$ cat config.mk
export PLATFORM = sky130hd
export DESIGN_NAME = amx_controller
export DESIGN_NICKNAME = d
export VERILOG_FILES = /design/src/hdl/amx_pkg.sv /design/src/hdl/amx_controller.sv
export SDC_FILE = /design/constraint.sdc
export NUM_CORES = 1
export LEC_CHECK = 0
export BUFFER_PORTS_ARGS = -buffer_cell sky130_fd_sc_hd__buf_2
export CAP_MARGIN = 20
export CORE_AREA = 2 2 39 41
export CTS_BUF_LIST = sky130_fd_sc_hd__clkbuf_4 sky130_fd_sc_hd__clkbuf_8 sky130_fd_sc_hd__clkbuf_16
export CTS_CLUSTER_DIAMETER = 40
export CTS_CLUSTER_SIZE = 16
export DETAILED_ROUTE_END_ITERATION = 10
export DIE_AREA = 0 0 41 43
export PLACE_DENSITY_LB_ADDON = 0.3
export SLEW_MARGIN = 20
export SYNTH_ARGS = -nofsm -noshare
export SYNTH_HDL_FRONTEND = slang
export SYNTH_SLANG_ARGS = --single-unit
$ cat constraint.sdc
create_clock -name clock -period 4 [get_ports clock]
set_clock_uncertainty 0.2 [all_clocks]
set_input_delay 0.2 -clock clock [delete_from_list [all_inputs] [get_ports clock]]
set_output_delay 0.2 -clock clock [all_outputs]
set_load 0.02 [all_outputs]
$ cat src/hdl/amx_pkg.sv
// Shared types, constants and the knee table generator of the audio mix accumulator.
`timescale 1ns / 1ps

package amx_pkg;

   localparam int DEF_BUF_DEPTH      = 4096;
   localparam int DEF_KNEE_LUT_DEPTH = 256;

   localparam int SAMPLE_W     = 16;
   localparam int STORE_W      = 20;
   localparam int ADDR_W       = 17;
   localparam int FRAC_W       = 15;
   localparam int Y_W          = 31;
   localparam int LIMIT_STAGES = 5;
   localparam int STEP_W       = 3;

   localparam logic MODE_ACCUMULATE = 1'b0;
   localparam logic MODE_DRAIN      = 1'b1;

   localparam logic signed [STORE_W-1:0] STORE_MAX = 20'sh7FFFF;
   localparam logic signed [STORE_W-1:0] STORE_MIN = 20'sh80000;

   localparam logic [STORE_W-1:0] KNEE_POINT = 20'd26214;
   localparam logic [15:0]        KNEE_SPAN  = 16'd6554;
   localparam logic [14:0]        FULL_SCALE = 15'd32767;
   localparam logic [Y_W-1:0]     KNEE_BASE  = 31'd858980352;
   localparam logic [45:0]        Q30_HALF   = 46'd536870912;
   localparam logic [30:0]        Q15_HALF   = 31'd16384;
   localparam logic [63:0]        Q30_ONE    = 64'd1073741824;

   typedef struct packed {
      logic                       mode;
      logic [11:0]                write_offset;
      logic [3:0]                 dest_stride;
      logic [11:0]                sample_number;
      logic signed [SAMPLE_W-1:0] sample_value;
   } amx_req_type;

   typedef struct packed {
      logic signed [SAMPLE_W-1:0] out_sample;
      logic                       last;
      logic                       empty_res;
   } amx_rsp_type;

   typedef struct packed {
      logic clear;
      logic load_req;
      logic acc_check;
      logic acc_write;
      logic drain_check;
      logic load_rsp;
   } amx_cmd_type;

   typedef struct packed {
      logic clear_done;
      logic acc_ok;
      logic buf_empty;
      logic rsp_free;
   } amx_status_type;

   // Restoring long division, evaluated only while the design elaborates.
   function automatic logic [63:0] udiv64(logic [63:0] num, logic [63:0] den);
      logic [63:0] quo;
      logic [64:0] rem;
      quo = '0;
      rem = '0;
      for (int i = 63; i >= 0; i--) begin
         rem = {rem[63:0], num[i]};
         if (rem >= {1'b0, den}) begin
            rem    = rem - {1'b0, den};
            quo[i] = 1'b1;
         end
      end
      return quo;
   endfunction

   // Entry index of the tanh knee table: round(32768*tanh(5*index/depth)), at most 32767.
   function automatic logic [15:0] knee_entry(int unsigned index, int unsigned depth);
      logic [63:0] z;
      logic [63:0] term;
      logic [63:0] r;
      logic [63:0] p;
      logic [63:0] den;
      logic [63:0] t;
      z    = udiv64(64'd10 * Q30_ONE, 64'(depth));
      term = Q30_ONE;
      r    = Q30_ONE;
      p    = Q30_ONE;
      for (int unsigned k = 1; k <= 30; k++) begin
         term = udiv64((term * z) >> 30, 64'(k));
         if (k[0]) begin
            r = r - term;
         end else begin
            r = r + term;
         end
      end
      for (int unsigned i = 0; i < index; i++) begin
         p = (p * r + (Q30_ONE >> 1)) >> 30;
      end
      den = Q30_ONE + p;
      t   = udiv64(((Q30_ONE - p) << 15) + (den >> 1), den);
      if (t > 64'd32767) begin
         t = 64'd32767;
      end
      return t[15:0];
   endfunction

endpackage

$ cat src/hdl/amx_controller.sv
// Sequencing state machine of the audio mix accumulator.
`timescale 1ns / 1ps

module amx_controller (
   input  logic                    clock,
   input  logic                    reset,
   input  logic                    req_valid,
   input  logic                    req_mode,
   input  amx_pkg::amx_status_type status,
   output amx_pkg::amx_cmd_type    cmd,
   output logic                    req_stall
);
   import amx_pkg::*;

   typedef enum logic [2:0] {
      ST_CLEAR,
      ST_IDLE,
      ST_ACC_CHECK,
      ST_ACC_WRITE,
      ST_DRN_CHECK,
      ST_LIMIT,
      ST_DRN_OUT
   } state_type;

   state_type         state_ff, state_in;
   logic [STEP_W-1:0] step_ff, step_in;

   always_comb begin
      state_in = state_ff;
      step_in  = step_ff;
      unique case (state_ff)
         ST_CLEAR: begin
            if (status.clear_done) begin
               state_in = ST_IDLE;
            end
         end
         ST_IDLE: begin
            if (req_valid) begin
               state_in = (req_mode == MODE_DRAIN) ? ST_DRN_CHECK : ST_ACC_CHECK;
            end
         end
         ST_ACC_CHECK: begin
            state_in = status.acc_ok ? ST_ACC_WRITE : ST_IDLE;
         end
         ST_ACC_WRITE: begin
            state_in = ST_IDLE;
         end
         ST_DRN_CHECK: begin
            step_in  = '0;
            state_in = status.buf_empty ? ST_DRN_OUT : ST_LIMIT;
         end
         ST_LIMIT: begin
            if (step_ff == STEP_W'(LIMIT_STAGES - 1)) begin
               state_in = ST_DRN_OUT;
            end else begin
               step_in = step_ff + STEP_W'(1);
            end
         end
         ST_DRN_OUT: begin
            if (status.rsp_free) begin
               state_in = ST_IDLE;
            end
         end
         default: begin
            state_in = ST_CLEAR;
         end
      endcase
   end

   always_ff @(posedge clock) begin
      if (reset) begin
         state_ff <= ST_CLEAR;
         step_ff  <= '0;
      end else begin
         state_ff <= state_in;
         step_ff  <= step_in;
      end
   end

   always_comb begin
      cmd.clear       = (state_ff == ST_CLEAR);
      cmd.load_req    = (state_ff == ST_IDLE) && req_valid;
      cmd.acc_check   = (state_ff == ST_ACC_CHECK);
      cmd.acc_write   = (state_ff == ST_ACC_WRITE);
      cmd.drain_check = (state_ff == ST_DRN_CHECK);
      cmd.load_rsp    = (state_ff == ST_DRN_OUT) && status.rsp_free;
   end

   assign req_stall = (state_ff != ST_IDLE);

   a_write_after_check: assert property (@(posedge clock) disable iff (reset)
      cmd.acc_write |-> $past(status.acc_ok))
      else $error("Accumulate write without an in-range address.");

   a_out_source: assert property (@(posedge clock) disable iff (reset)
      state_ff == ST_DRN_OUT |->
         ($past(state_ff) == ST_LIMIT || $past(state_ff) == ST_DRN_CHECK ||
          $past(state_ff) == ST_DRN_OUT))
      else $error("Result stage entered from an unexpected state.");

   a_limit_latency: assert property (@(posedge clock) disable iff (reset)
      (state_ff == ST_DRN_OUT && $past(state_ff) == ST_LIMIT) |->
         $past(step_ff) == STEP_W'(LIMIT_STAGES - 1))
      else $error("Limiter left before all stages had settled.");

endmodule

# Word level (Yosys, flattened, before mapping)
# Index checks and enable logic that the tools add are counted.
[classes]
add_sub_neg = 1
multipliers = 0
div = 0
n_lt_le_gt_ge = 0
n_eq_ne = 13
n_shift = 0
mux = 10
n_bitwise = 0
reduce_logical = 6
[ops]
columns = ["op", "count"]
rows = [
  ["case mux 3 bit (7 select lines)", 1],
  ["2-to-1 mux 3 bit", 6],
  ["== test 3 bit, second input constant", 4],
  ["inequality test 2 bit, second input constant", 5],
  ["== test 3 x 2 -> 1 bit, second input constant", 2],
  ["case mux 3 bit (2 select lines)", 1],
  ["2-to-1 mux 2 bit", 2],
  ["AND reduction 4 bit", 1],
  ["adder 3 x 1 -> 3 bit, second input constant", 1],
  ["== test 3 x 1 -> 1 bit, second input constant", 1],
  ["zero test 3 bit", 1],
  ["inequality test 3 x 1 -> 1 bit, second input constant", 1],
  ["logical AND 1 bit", 2],
  ["AND reduction 2 bit", 1],
  ["nonzero test 2 bit", 1],
]
[word_totals]
ff_bits = 6
latchBits = 0
ram_bits = 0
mem_bits_ro = 0
input_bits = 8
output_inout_bits = 7
wordCells = 32
memories = 0

# Logic depth before layout (Yosys ltp)
[depth]
ltp_word = 3
mapped_depth = 6
mapped_depth_nobuf = 6

# Least setup slack after synthesis
# OpenSTA, ideal clock, no wires.
[synth_path]
kind = "reg-to-reg"
startpoint = "reg state_ff[1]"
endpoint = "reg state_ff[1]"
setup_ns = 0.091
arrival_time_ns = 1.505
required_time_ns = 3.709
setup_slack_ns = 2.204
stages_incl_launch_ff = 5
n_path_buf = 1
period_less_slack_ns = 1.796
cell_sequence = "dfxtp_1 -> buf_2 -> nor3b_1 -> nand2_1 -> a311oi_1"
[synth_lines]
columns = ["element", "line", "rtl"]
rows = [
  ["from (decl)", "amx_controller.sv:25", "state_type state_ff, state_in;"],
  ["from (signal assigned)", "amx_controller.sv:75", "state_ff <= state_in;"],
]

==> results.yml <==
logic_synthesis:
  synth_ff_type: "dfxtp_1"
  synth_top_family_by_area: "simple AND/OR/NAND/NOR gates"
  synthesis.nets: 66
  synth-simple-area-share: 0.2732
  synth_edf_count: 0
  ys_seq_area_frac: 0.2704
  synth_cells: 56
  synth-async-reset-ratio: 0
  synth_compound_area_frac: 0.2479
  syn_area_um2: 444.2
  synthAdderAreaFrac: 0.05634
  yosys_register_bits: 6
  yosys.area_share.xor_xnor: 0
  synth.distinct_cells: 26
  synth.mux.area_fraction: 0.06761
  yosysWarnings: 0
  syn-mean-instance-area_um2: 7.932
worst_setup_path:
  crit_chain: "or3b_4 -> nor2_1 -> buf_2"
  path_delay_family: "flip-flops"
  cpPeakStageDelay_ns: 0.59
  rr_worst_depth: 4
  worstPathArrival_ns: 1.54
  worstPathMaxFanout: 15
  r2r_slack_ns: 2.11
  crit_buf_inv: 1
  timing.rr.end: "state_ff[2]"
  critPathLaunchType: "flip-flop"
  crit_path_end_kind: "output pin"
  critical_path_class: "flip-flop to output pin"
  crit_required_ns: 3.60
  reg2reg_from: "state_ff[0]"
  worst_path_max_delay_cell: "dfxtp_1"
cells_and_area:
  drive_gt1_frac: 0.3143
  postLayoutCoreUtil: 0.3915
  diodes: 0
  layout_common_cells: "buf_2 (14), nor2_1 (7), dfxtp_1 (6)"
  instances_no_fill: 86
  post-route-cell-area_um2: 541.8
  fillers: 155
  layout_commonest_cell: "buf_2"
  syn2layout_area_growth_pct: 21.97
  nNetsFinal: 82
die:
  dieArea_um2: 1763
  chipHeight_um: 43
  die_w_um: 41
  pin_count: 15
  rows: 14
  core-area_um2: 1384
  start_util: 0.3210
route:
  vias_per_cell: 5.093
  vias: 438
  wl_per_cell_um: 10.84
  dr.pass1.iters: 4
  wirelength_um: 932
  ant_nets: 0
  drc: 0
  drt_iter0_drc: 5
hold_path:
  min_from: "reset"
  min_to: "state_ff[2]"
  hold_path_depth: 2
  hold_class: "input pin to flip-flop"
job:
  maxCapViolations: 0
pwr:
  p_seq_frac: 0.346
  power.internal_uw: 172.8
  p_per_area_nw_per_um2: 573.4
  p_sw_frac: 0.4438
  power_uw: 310.7
  clkPwrFrac: 0.193
  switchingPower_uw: 137.9
  power.leakage_nw: 0.2375
  ir_drop_mv: 0.2449
  combPwrFrac: 0.461
cts:
  ctsLongestPathBuffers: 2
  cts_root_buffer: "clkbuf_4"
  cts_inserted_buffers: 3
  post_cts_buffers: 0
  cts.sinks: 6
  cts_tree: "yes"
  cts_hold_buf: 0
  clk_pin_slew_ns: 0.05
  cts_resized: 0
  htreeDepth: 1
  insertion_delay_ns: 0.26
global_routing:
  grt-ovfl-total: 0
  grt_util_all_layers: 0.1307
  grt_pass1_vias: 348
  grt_start_max_net_pins: 16
  grt_pass1_wl_um: 1462
  grt_antenna_before_repair: 0
sta:
  timing.fmax_mhz: 515.2
  timing.final.crit_share: 0.4853
  finalHoldWorstSlack_ns: 0.008745
  setup_ws_ns: 2.059
  finalHoldViolations: 0
  rsz0062_at_grt: "false"
  post-route-min-period_ns: 1.941
  setup-violations-final: 0
  tns_ns: 0
  slew_headroom: 0.6816
  slew_viol_final: 0
  worst_pin_slew_ns: 0.4769
placement:
  gp_congestion: 0.7352
  place_area_um2: 519.2
  dp_hpwl_um: 653.3
  dpl.cell_count: 83
  io_buffer_count: 14
  pre_cts_ws_ns: 2.126
status:
  outcome: "completed"
==> flip-flops by register name, summed over array words and instances, names as in the netlist <==
signal and flops:
step_ff 3, state_ff 3
==> final cells by class <==
cell class                      count  area (um^2)  area share
Sequential cell                     6        120.1      0.2217
Multi-Input combinational cell     41        286.5      0.5289
Timing Repair Buffer               14        70.07      0.1293
Tap cell                           16        20.02     0.03695
Inverter                            6        22.52     0.04157
Clock buffer                        3        22.52     0.04157
==> worst max path at each step <==
stage	from	to	slack, ns	depth (start not counted)
floorplan	state_ff[1]	state_ff[1]	2.20	4
global placement	state_ff[0]	state_ff[2]	2.15	4
detailed placement	state_ff[0]	state_ff[2]	2.13	4
CTS	state_ff[0]	cmd[4]	2.07	3
global route	state_ff[0]	cmd[4]	1.99	3
finish	state_ff[0]	cmd[4]	2.06	3
==> metal layers <==
| layer | vias to the layer above | global-route usage | share of wire |
|---|---|---|---|
| met3 | 3 | 0.04712 | 0.068 |
| met1 | 194 | 0.1839 | 0.53 |
| met5 | - | 0 | 0 |
| met2 | 18 | 0.1438 | 0.36 |
| met4 | 0 | 0.1200 | 0.033 |
| li1 | 223 | - | - |
==> power groups by stage <==
stage               Combinational, mW  Sequential (mW)  Clock [mW]
global route                    0.156            0.110      0.0644
detailed placement              0.143            0.107           0
floorplan                       0.138           0.0804           0
global placement                0.144            0.107           0
finish                          0.143            0.108      0.0599
CTS                             0.144            0.106      0.0620
==> logic make-up after synthesis <==
| kind of cell | count (synthesis) |
|---|---|
| buffers and inverters | 9 |
| AOI/OAI and AO/OA | 14 |
| and+or+nand+nor | 22 |
| muxes | 3 |
| adders and majority gates | 2 |
| DFF | 6 |
==> synthesized netlist by cell type (all sizes together) (2+ instances only) <==
library cell	instances	share of area
nand2	4	0.034
buf	3	0.034
dfxtp	6	0.27
a31oi	3	0.042
a21oi	2	0.023
nand2b	3	0.042
a211oi	2	0.045
inv	6	0.051
nor2	7	0.059
mux2i	3	0.068
o21ai	3	0.042
ha	2	0.056
nor3	2	0.023
Note: power is estimated with default switching activity, not from simulation.
